### config.mk
export PLATFORM = sky130hd
export DESIGN_NAME = hsv_to_rgb_converter_core_flat
export DESIGN_NICKNAME = d
export VERILOG_FILES = /design/src/sv/hsvrgb_pkg.sv /design/src/sv/hsvrgb_req_if.sv /design/src/sv/hsvrgb_rsp_if.sv /design/src/sv/hsvrgb_levels.sv /design/src/sv/hsv_to_rgb_converter_core.sv /design/src/flat_wrapper.sv
export SDC_FILE = /design/constraint.sdc
export NUM_CORES = 1
export LEC_CHECK = 0
export BUFFER_PORTS_ARGS = -buffer_cell sky130_fd_sc_hd__buf_2
export CORE_MARGIN = 5
export CORE_UTILIZATION = 30
export DETAILED_ROUTE_END_ITERATION = 8
export GPL_ROUTABILITY_DRIVEN = 0
export SYNTH_ARGS = -nofsm -noshare
export SYNTH_HDL_FRONTEND = slang
export SYNTH_SLANG_ARGS = --single-unit
### constraint.sdc
create_clock -name clock -period 14 [get_ports clock]
set_clock_uncertainty 0.15 [all_clocks]
set_input_delay 2.1 -clock clock [delete_from_list [all_inputs] [get_ports clock]]
set_output_delay 2.1 -clock clock [all_outputs]
set_load 0.02 [all_outputs]
### src/sv/hsvrgb_pkg.sv
package hsvrgb_pkg;

   // Field widths
   localparam int HueWidth  = 9;
   localparam int CompWidth = 8;
   localparam int PosWidth  = 6;   // position inside a sextant, below 60
   localparam int Sextants  = 6;

   // Percent mode constants
   localparam int PctMax      = 100;
   localparam int PctSextant  = 60;
   localparam int PctHueLimit = 360;

   // Byte mode constants
   localparam int ByteSextant  = 43;
   localparam int ByteHueLimit = 256;
   localparam int ByteSatBase  = 256;
   localparam int ByteLoShift  = 8;

   // Reciprocal multipliers, exact floors over the value ranges that reach them
   localparam int Div100Mul   = 10486;   // x / 100 for x <= 10000
   localparam int Div100Shift = 20;
   localparam int Div60Mul    = 8739;    // x / 60 for x <= 5900
   localparam int Div43Mul    = 12193;   // x / 43 for x <= 10710
   localparam int StepShift   = 19;
   localparam int PctScaleMul   = 167127; // x * 255 / 100 for x <= 100
   localparam int PctScaleShift = 16;

   typedef enum logic {
      MODE_PERCENT = 1'b0,
      MODE_BYTE    = 1'b1
   } mode_type;

   typedef enum logic [2:0] {
      SEXT_R_TO_Y = 3'd0,
      SEXT_Y_TO_G = 3'd1,
      SEXT_G_TO_C = 3'd2,
      SEXT_C_TO_B = 3'd3,
      SEXT_B_TO_M = 3'd4,
      SEXT_M_TO_R = 3'd5
   } sext_type;

   // Control that travels down the pipeline beside the data
   typedef struct packed {
      logic     valid;
      logic     in_range;
      mode_type mode;
      sext_type sext;
   } ctl_type;

endpackage

### src/sv/hsvrgb_req_if.sv
interface hsvrgb_req_if;
   logic                                 valid;
   logic                                 ready;
   logic [hsvrgb_pkg::HueWidth-1:0]      hue;
   logic [hsvrgb_pkg::CompWidth-1:0]     saturation;
   logic [hsvrgb_pkg::CompWidth-1:0]     brightness;

   modport source (output valid, output hue, output saturation, output brightness,
                   input ready);
   modport sink   (input valid, input hue, input saturation, input brightness,
                   output ready);
endinterface

### src/sv/hsvrgb_rsp_if.sv
interface hsvrgb_rsp_if;
   logic                             valid;
   logic                             ready;
   logic [hsvrgb_pkg::CompWidth-1:0] red;
   logic [hsvrgb_pkg::CompWidth-1:0] green;
   logic [hsvrgb_pkg::CompWidth-1:0] blue;
   logic                             in_range;

   modport source (output valid, output red, output green, output blue,
                   output in_range, input ready);
   modport sink   (input valid, input red, input green, input blue,
                   input in_range, output ready);
endinterface

### src/sv/hsvrgb_levels.sv
// Level arithmetic: min, rising, falling and value levels over six stages.
module hsvrgb_levels (
   input  logic                             clock,
   input  logic                             reset,
   input  logic                             advance,
   input  hsvrgb_pkg::ctl_type              ctl_in,
   input  logic [hsvrgb_pkg::PosWidth-1:0]  pos_in,
   input  logic [8:0]                       sat_inv_in,
   input  logic [hsvrgb_pkg::CompWidth-1:0] val_in,
   output hsvrgb_pkg::ctl_type              ctl_out,
   output logic [hsvrgb_pkg::CompWidth-1:0] lo_out,
   output logic [hsvrgb_pkg::CompWidth-1:0] up_out,
   output logic [hsvrgb_pkg::CompWidth-1:0] dn_out,
   output logic [hsvrgb_pkg::CompWidth-1:0] val_out
);

   localparam int CW = hsvrgb_pkg::CompWidth;
   localparam int PW = hsvrgb_pkg::PosWidth;

   // Control per stage: index 0 is the product stage, 5 the scaled levels
   hsvrgb_pkg::ctl_type ctl_ff [6];

   // Stage A: (100 - S) * V or (256 - S) * V
   logic [16:0]   p1_ff;
   logic [PW-1:0] pos_a_ff;
   logic [CW-1:0] val_a_ff;
   // Stage B: lo
   logic [CW-1:0] lo_b_ff, val_b_ff;
   logic [PW-1:0] pos_b_ff;
   // Stage C: (V - lo) * pos
   logic [13:0]   p2_ff;
   logic [CW-1:0] lo_c_ff, val_c_ff;
   // Stage D: step
   logic [CW-1:0] step_ff, lo_d_ff, val_d_ff;
   // Stage E: levels before rescale
   logic [CW-1:0] lo_e_ff, up_e_ff, dn_e_ff, val_e_ff;
   // Stage F: levels after rescale
   logic [CW-1:0] lo_f_ff, up_f_ff, dn_f_ff, val_f_ff;

   logic [30:0] lo_prod;
   logic [CW-1:0] lo_in;
   logic [CW-1:0] diff;
   logic [13:0] step_mul;
   logic [27:0] step_prod;
   logic [CW-1:0] step_in;
   logic [CW-1:0] up_in, dn_in;
   logic [25:0] sc_lo, sc_up, sc_dn, sc_val;
   logic        pct_f;

   // Divide the first product: shift in byte mode, reciprocal by 100 in percent
   assign lo_prod = 31'(p1_ff) * 31'(hsvrgb_pkg::Div100Mul);
   assign lo_in   = (ctl_ff[0].mode == hsvrgb_pkg::MODE_BYTE)
                    ? p1_ff[hsvrgb_pkg::ByteLoShift +: CW]
                    : lo_prod[hsvrgb_pkg::Div100Shift +: CW];

   assign diff = val_b_ff - lo_b_ff;

   // Step: divide by the sextant width
   assign step_mul  = (ctl_ff[2].mode == hsvrgb_pkg::MODE_BYTE)
                      ? 14'(hsvrgb_pkg::Div43Mul) : 14'(hsvrgb_pkg::Div60Mul);
   assign step_prod = 28'(p2_ff) * 28'(step_mul);
   assign step_in   = step_prod[hsvrgb_pkg::StepShift +: CW];

   assign up_in = lo_d_ff + step_ff;
   assign dn_in = val_d_ff - step_ff;

   // Rescale percent levels to bytes
   assign sc_lo  = 26'(lo_e_ff)  * 26'(hsvrgb_pkg::PctScaleMul);
   assign sc_up  = 26'(up_e_ff)  * 26'(hsvrgb_pkg::PctScaleMul);
   assign sc_dn  = 26'(dn_e_ff)  * 26'(hsvrgb_pkg::PctScaleMul);
   assign sc_val = 26'(val_e_ff) * 26'(hsvrgb_pkg::PctScaleMul);
   assign pct_f  = (ctl_ff[4].mode == hsvrgb_pkg::MODE_PERCENT);

   // Control and valid bits
   always_ff @(posedge clock) begin
      if (reset) begin
         for (int i = 0; i < 6; i++) begin
            ctl_ff[i] <= '0;
         end
      end else if (advance) begin
         ctl_ff[0] <= ctl_in;
         for (int i = 1; i < 6; i++) begin
            ctl_ff[i] <= ctl_ff[i-1];
         end
      end
   end

   // Data path
   always_ff @(posedge clock) begin
      if (advance) begin
         p1_ff    <= 17'(sat_inv_in) * 17'(val_in);
         pos_a_ff <= pos_in;
         val_a_ff <= val_in;

         lo_b_ff  <= lo_in;
         val_b_ff <= val_a_ff;
         pos_b_ff <= pos_a_ff;

         p2_ff    <= 14'(diff) * 14'(pos_b_ff);
         lo_c_ff  <= lo_b_ff;
         val_c_ff <= val_b_ff;

         step_ff  <= step_in;
         lo_d_ff  <= lo_c_ff;
         val_d_ff <= val_c_ff;

         lo_e_ff  <= lo_d_ff;
         up_e_ff  <= up_in;
         dn_e_ff  <= dn_in;
         val_e_ff <= val_d_ff;

         lo_f_ff  <= pct_f ? sc_lo[hsvrgb_pkg::PctScaleShift +: CW]  : lo_e_ff;
         up_f_ff  <= pct_f ? sc_up[hsvrgb_pkg::PctScaleShift +: CW]  : up_e_ff;
         dn_f_ff  <= pct_f ? sc_dn[hsvrgb_pkg::PctScaleShift +: CW]  : dn_e_ff;
         val_f_ff <= pct_f ? sc_val[hsvrgb_pkg::PctScaleShift +: CW] : val_e_ff;
      end
   end

   assign ctl_out = ctl_ff[5];
   assign lo_out  = lo_f_ff;
   assign up_out  = up_f_ff;
   assign dn_out  = dn_f_ff;
   assign val_out = val_f_ff;

endmodule

### src/sv/hsv_to_rgb_converter_core.sv
// HSV to RGB pixel converter.
// req carries one pixel per request (hue, saturation, brightness); rsp returns
// red, green, blue and in_range. Both channels use valid/ready and a request
// moves on a clock edge where both are high.
// csr_we/csr_wdata write scale_mode: 0 = degrees and percent, 1 = byte scale.
// Write it only while no request is in flight; each request takes the mode
// that holds when it is accepted.
// Each result passes through the input register, six arithmetic stages and the
// output register before it is valid on rsp.
// Throughput: one request per cycle; no stage is shared between pixels, so
// the pipeline takes a new pixel on every clock while rsp is ready.
// When rsp stalls with a result waiting, the whole pipeline holds, empty
// slots included, and req.ready falls until the result is taken.
// Reset (synchronous) empties the pipeline and sets percent mode.
// A hue outside the mode's domain returns black with in_range low.
module hsv_to_rgb_converter_core (
   input  logic               clock,
   input  logic               reset,
   hsvrgb_req_if.sink         req,
   hsvrgb_rsp_if.source       rsp,
   input  logic               csr_we,
   input  logic               csr_wdata
);

   localparam int CW = hsvrgb_pkg::CompWidth;
   localparam int HW = hsvrgb_pkg::HueWidth;

   hsvrgb_pkg::mode_type scale_mode_ff;

   logic advance;

   // Decode
   logic [HW-1:0]       step_w;
   logic [2:0]          sext_cnt;
   logic [HW-1:0]       base;
   logic                range_ok;
   logic [CW-1:0]       sat_c, val_c;
   hsvrgb_pkg::ctl_type ctl_in;
   logic [8:0]          sat_inv_in;

   // Input register
   hsvrgb_pkg::ctl_type                ctl_s_ff;
   logic [hsvrgb_pkg::PosWidth-1:0]    pos_s_ff;
   logic [8:0]                         sat_inv_s_ff;
   logic [CW-1:0]                      val_s_ff;

   // Levels
   hsvrgb_pkg::ctl_type ctl_l;
   logic [CW-1:0]       lo_l, up_l, dn_l, val_l;

   // Output register
   logic          out_valid_ff;
   logic [CW-1:0] red_ff, green_ff, blue_ff;
   logic          in_range_ff;
   logic [CW-1:0] red_in, green_in, blue_in;

   // Pipeline moves unless a finished result waits
   assign advance   = !out_valid_ff || rsp.ready;
   assign req.ready = advance;

   // Mode register
   always_ff @(posedge clock) begin
      if (reset) begin
         scale_mode_ff <= hsvrgb_pkg::MODE_PERCENT;
      end else if (csr_we) begin
         scale_mode_ff <= hsvrgb_pkg::mode_type'(csr_wdata);
      end
   end

   // Sextant, clamp and range check
   always_comb begin
      if (scale_mode_ff == hsvrgb_pkg::MODE_BYTE) begin
         step_w   = HW'(hsvrgb_pkg::ByteSextant);
         range_ok = (req.hue < HW'(hsvrgb_pkg::ByteHueLimit));
         sat_c    = req.saturation;
         val_c    = req.brightness;
      end else begin
         step_w   = HW'(hsvrgb_pkg::PctSextant);
         range_ok = (req.hue < HW'(hsvrgb_pkg::PctHueLimit));
         sat_c    = (req.saturation > CW'(hsvrgb_pkg::PctMax))
                    ? CW'(hsvrgb_pkg::PctMax) : req.saturation;
         val_c    = (req.brightness > CW'(hsvrgb_pkg::PctMax))
                    ? CW'(hsvrgb_pkg::PctMax) : req.brightness;
      end
      sext_cnt = '0;
      for (int k = 1; k < hsvrgb_pkg::Sextants; k++) begin
         if (req.hue >= ((scale_mode_ff == hsvrgb_pkg::MODE_BYTE)
                         ? HW'(k * hsvrgb_pkg::ByteSextant)
                         : HW'(k * hsvrgb_pkg::PctSextant))) begin
            sext_cnt = sext_cnt + 3'd1;
         end
      end
      base = HW'(sext_cnt) * step_w;
      sat_inv_in = (scale_mode_ff == hsvrgb_pkg::MODE_BYTE)
                   ? 9'(9'(hsvrgb_pkg::ByteSatBase) - 9'(sat_c))
                   : 9'(9'(hsvrgb_pkg::PctMax) - 9'(sat_c));
      ctl_in.valid    = req.valid;
      ctl_in.in_range = range_ok;
      ctl_in.mode     = scale_mode_ff;
      ctl_in.sext     = hsvrgb_pkg::sext_type'(sext_cnt);
   end

   // Input register
   always_ff @(posedge clock) begin
      if (reset) begin
         ctl_s_ff <= '0;
      end else if (advance) begin
         ctl_s_ff <= ctl_in;
      end
   end

   always_ff @(posedge clock) begin
      if (advance) begin
         pos_s_ff     <= hsvrgb_pkg::PosWidth'(req.hue - base);
         sat_inv_s_ff <= sat_inv_in;
         val_s_ff     <= val_c;
      end
   end

   hsvrgb_levels u_levels (
      .clock      (clock),
      .reset      (reset),
      .advance    (advance),
      .ctl_in     (ctl_s_ff),
      .pos_in     (pos_s_ff),
      .sat_inv_in (sat_inv_s_ff),
      .val_in     (val_s_ff),
      .ctl_out    (ctl_l),
      .lo_out     (lo_l),
      .up_out     (up_l),
      .dn_out     (dn_l),
      .val_out    (val_l)
   );

   // Channel order by sextant; black when out of range
   always_comb begin
      case (ctl_l.sext)
         hsvrgb_pkg::SEXT_R_TO_Y: begin red_in = val_l; green_in = up_l;  blue_in = lo_l;  end
         hsvrgb_pkg::SEXT_Y_TO_G: begin red_in = dn_l;  green_in = val_l; blue_in = lo_l;  end
         hsvrgb_pkg::SEXT_G_TO_C: begin red_in = lo_l;  green_in = val_l; blue_in = up_l;  end
         hsvrgb_pkg::SEXT_C_TO_B: begin red_in = lo_l;  green_in = dn_l;  blue_in = val_l; end
         hsvrgb_pkg::SEXT_B_TO_M: begin red_in = up_l;  green_in = lo_l;  blue_in = val_l; end
         default:                 begin red_in = val_l; green_in = lo_l;  blue_in = dn_l;  end
      endcase
      if (!ctl_l.in_range) begin
         red_in   = '0;
         green_in = '0;
         blue_in  = '0;
      end
   end

   // Output register
   always_ff @(posedge clock) begin
      if (reset) begin
         out_valid_ff <= 1'b0;
      end else if (advance) begin
         out_valid_ff <= ctl_l.valid;
      end
   end

   always_ff @(posedge clock) begin
      if (advance) begin
         red_ff      <= red_in;
         green_ff    <= green_in;
         blue_ff     <= blue_in;
         in_range_ff <= ctl_l.in_range;
      end
   end

   assign rsp.valid    = out_valid_ff;
   assign rsp.red      = red_ff;
   assign rsp.green    = green_ff;
   assign rsp.blue     = blue_ff;
   assign rsp.in_range = in_range_ff;

endmodule

### src/flat_wrapper.sv
// flat-port wrapper written by rule: the top's interface ports become plain ports
module hsv_to_rgb_converter_core_flat 
  (clock, reset, csr_we, csr_wdata, req_valid, req_hue, req_saturation, req_brightness, req_ready, rsp_valid, rsp_red, rsp_green, rsp_blue, rsp_in_range, rsp_ready);
  hsvrgb_req_if req_i ();
  hsvrgb_rsp_if rsp_i ();
  input  logic clock;
  input  logic reset;
  input  logic csr_we;
  input  logic csr_wdata;
  input wire logic [$bits(req_i.valid)-1:0] req_valid;
  input wire logic [$bits(req_i.hue)-1:0] req_hue;
  input wire logic [$bits(req_i.saturation)-1:0] req_saturation;
  input wire logic [$bits(req_i.brightness)-1:0] req_brightness;
  output wire logic [$bits(req_i.ready)-1:0] req_ready;
  output wire logic [$bits(rsp_i.valid)-1:0] rsp_valid;
  output wire logic [$bits(rsp_i.red)-1:0] rsp_red;
  output wire logic [$bits(rsp_i.green)-1:0] rsp_green;
  output wire logic [$bits(rsp_i.blue)-1:0] rsp_blue;
  output wire logic [$bits(rsp_i.in_range)-1:0] rsp_in_range;
  input wire logic [$bits(rsp_i.ready)-1:0] rsp_ready;
  assign req_i.valid = req_valid;
  assign req_i.hue = req_hue;
  assign req_i.saturation = req_saturation;
  assign req_i.brightness = req_brightness;
  assign req_ready = req_i.ready;
  assign rsp_valid = rsp_i.valid;
  assign rsp_red = rsp_i.red;
  assign rsp_green = rsp_i.green;
  assign rsp_blue = rsp_i.blue;
  assign rsp_in_range = rsp_i.in_range;
  assign rsp_i.ready = rsp_ready;
  hsv_to_rgb_converter_core u_core (.clock(clock), .reset(reset), .req(req_i), .rsp(rsp_i), .csr_we(csr_we), .csr_wdata(csr_wdata));
endmodule
==> metrics.md <==
| Metric | Value |
|---|---|
| Status | finished, final reports clean |
| DR iter-0 viols | 969 |
| Die width | 329 um |
| CTS clk-pin slew, worst paths | 0.06 ns |
| First-pass GRT wire length | 102 mm |
| DR pass1 iterations | 5 |
| Worst rel slew slack | 28.5% |
| Fin Setup TNS | 0 ns |
| Max Used Layer | met4 |
| Remaining Overflow, GRT | 0 |
| CTS resizes | 0 |
| Clock Tree Buf Depth | 3 |
| Cell count after synthesis | 2866 |
| Sequential share of the synthesized area | 25.5% |
| Critical path class | input pin to flip-flop |
| H-Tree Level Count | 1 |
| DR WL/cell | 14.0 um |
| Dpl ws | 5.74 ns |
| YS warnings | 0 |
| Max-Cap Viols | 0 |
| CP Capture Type | flip-flop |
| Die Ht | 329 um |
| Synth async-reset ratio | 0% |
| Cell Rows | 117 |
| Wirelength, routed | 60.3 mm |
| Count of unique library cells instantiated by Yosys | 69 |
| Top cells by area, synth | edfxtp_1 (25%), ha_1 (23%), fa_1 (23%) |
| Die area | 108000 um^2 |
| Via count | 19300 |
| DRT met1 WL | 29.7 mm |
| Number of flops mapped to enable cells by yosys | 254 |
| Clk root buf | clkbuf_16 |
| Initial antenna violation count | 0 |
| Most frequent cell on the critical path | ha_1 |
| Final WS setup | 6.31 ns |
| Detail Route Antenna Nets | 0 |
| CTS tree | yes |
| Worst skew pair latency | 0.56 ns |
| DRC Markers | 0 |
| Fin util | 33.0% |
| Main flop type after synthesis | edfxtp_1 |
| Unrepaired setup endpoints after global routing | false |
| Post-Syn Nets | 3804 |
| Mapped Area | 30600 um^2 |
| Synth area leader | edfxtp_1 |
| Crit-path slowest cell | a221oi_1 |
| Synth Register Bits | 262 |
| Met2 Wirelength | 28.0 mm |
| Worst slew pin tran | 1.06 ns |
| Crit path max fanout | 6 |
| Yosys top cell area share | 25.0% |
| Number of port buffers | 57 |
| Final period util | 54.9% |
| R2R Setup Slk | 7.01 ns |
| Startpoint types | input pin |
| Share of cells above drive strength 1 | 4.62% |
| Initial Util | 30.1% |
| Largest stage delay, worst path | 0.51 ns |
| Antenna diodes | 0 |
| Hold_buf cts | 0 |
| Post-layout instance area | 33500 um^2 |
| Vias in the first global route | 20100 |
| Crit path DAT | 7.86 ns |
| Storage cell area | 7790 um^2 |
| DR WL met3 | 1.59 mm |
| Mean Syn Cell Area | 10.7 um^2 |
| Min-Delay Path Class | flip-flop to flip-flop |
| Placed cell area | 32500 um^2 |
| Max-slew violations | 0 |
| GRT Total Usage | 11.3% |
| Filler instances | 10200 |
| Routed vias/inst | 4.48 |
| Dpl hpwl | 49.7 mm |
| Top Ports | 58 |
| Multi-input gate area | 20400 um^2 |
| Final setup viols | 0 |
| Count of final hold-check violations | 0 |
| Nets | 3858 |
| FMAX | 130 MHz |
| Largest net degree at the start of global routing | 68 |
| CTS Sinks | 262 |
| Number of setup buffers added after CTS | 0 |
| Fin crit period | 7.69 ns |
| Area growth, synth to finish | 9.46% |
| Core footprint | 101000 um^2 |
| Total CTS buffers | 30 |
| Crit path required time | 14.17 ns |
[cells in the mapped netlist, drive strengths merged, types with 7 or more instances]
| master | n |
|---|---|
| inv | 585 |
| ha | 562 |
| fa | 345 |
| edfxtp | 254 |
| nand2 | 173 |
| and2 | 113 |
| a21oi | 111 |
| o21ai | 92 |
| xnor2 | 78 |
| nor2 | 77 |
| a21o | 44 |
| clkbuf | 38 |
| nor2b | 32 |
| xor2 | 31 |
| nand3 | 30 |
| a211oi | 25 |
| nor3 | 20 |
| o21a | 18 |
| and3 | 17 |
| nand2b | 16 |
| o21bai | 16 |
| mux2i | 12 |
| o211ai | 12 |
| o22ai | 12 |
| or2 | 12 |
| a21boi | 11 |
| a211o | 10 |
| o221ai | 10 |
| o211a | 9 |
| dfxtp | 8 |
| or3 | 8 |
| buf | 7 |
[worst max-delay path, delay by kind of cell]
family	cells	cell delay, ns
AND/OR/NAND/NOR	7	0.92
AO/OA/AOI/OAI	10	1.92
multiplexers	1	0.35
adder cells (fa/ha/maj)	7	2.28
buffers and inverters	3	0.30
[metal layers]
| metal | vias to the layer above | global-route usage (%) |
|---|---|---|
| met5 | - | 0 |
| met4 | 0 | 1.90 |
| met3 | 64 | 1.20 |
| met2 | 212 | 19.0 |
| met1 | 9347 | 16.0 |
| li1 | 9691 | - |
[cell type report]
cell class	instances	area share [%]
Multi-Input combinational cell	1973	61.0
Clock inverter	19	0.535
Timing Repair Buffer	67	1.08
Tap cell	1368	5.12
Clock buffer	37	2.38
Sequential cell	262	23.3
Inverter	586	6.60
[per-stage QoR]
stage	hold WS, ns	instances
2_1_floorplan	0.250	2866
4_1_cts	0.269	4312
5_1_grt	0.269	4312
3_5_place_dp	0.255	4256
3_3_place_gp	0.252	4256
6_report	0.264	4312
[cells in the final DEF (no fill, tap or decap), drive strengths merged, types with 8 or more instances in the layout]
cell type  count
inv          590
ha           562
fa           345
edfxtp       254
nand2        173
and2         113
a21oi        111
o21ai         92
xnor2         78
nor2          77
buf           67
a21o          44
clkbuf        37
nor2b         32
xor2          31
nand3         30
a211oi        25
nor3          20
o21a          18
and3          17
o21bai        16
nand2b        16
o211ai        12
o22ai         12
or2           12
mux2i         12
a21boi        11
o221ai        10
a211o         10
clkinv        10
o211a          9
or3            8
dfxtp          8
[logic make-up after synthesis]
| logic type | share of synthesized area (%) |
|---|---|
| adders and majority gates | 45.6 |
| buffers and inverters | 7.75 |
| and+or+nand+nor | 8.61 |
| AOI/OAI and AO/OA | 9.02 |
| DFF | 25.5 |
| xor gates and xnor gates | 3.12 |
| muxes | 0.430 |
[registers in the layout (all words and copies together) (netlist names), 9 cells and up]
signal and flops:
u_core.u_levels.p1_ff 17, u_core.u_levels.ctl_ff 35, u_core.sat_inv_s_ff 9, u_core.u_levels.p2_ff 14
[path summary, 6_finish.rpt]
kind                          startpoint                           to  depth (start not counted)
max reg2reg         u_core.scale_mode_ff           u_core.pos_s_ff[3]                         25
min reg2reg  u_core.u_levels.val_a_ff[2]  u_core.u_levels.val_b_ff[2]                          0
max                           req_hue[1]           u_core.pos_s_ff[3]                         28
min          u_core.u_levels.val_a_ff[2]  u_core.u_levels.val_b_ff[2]                          0
Power is not shown: default switching activity piles up to over one toggle a cycle in this logic, so the estimate is an artifact.
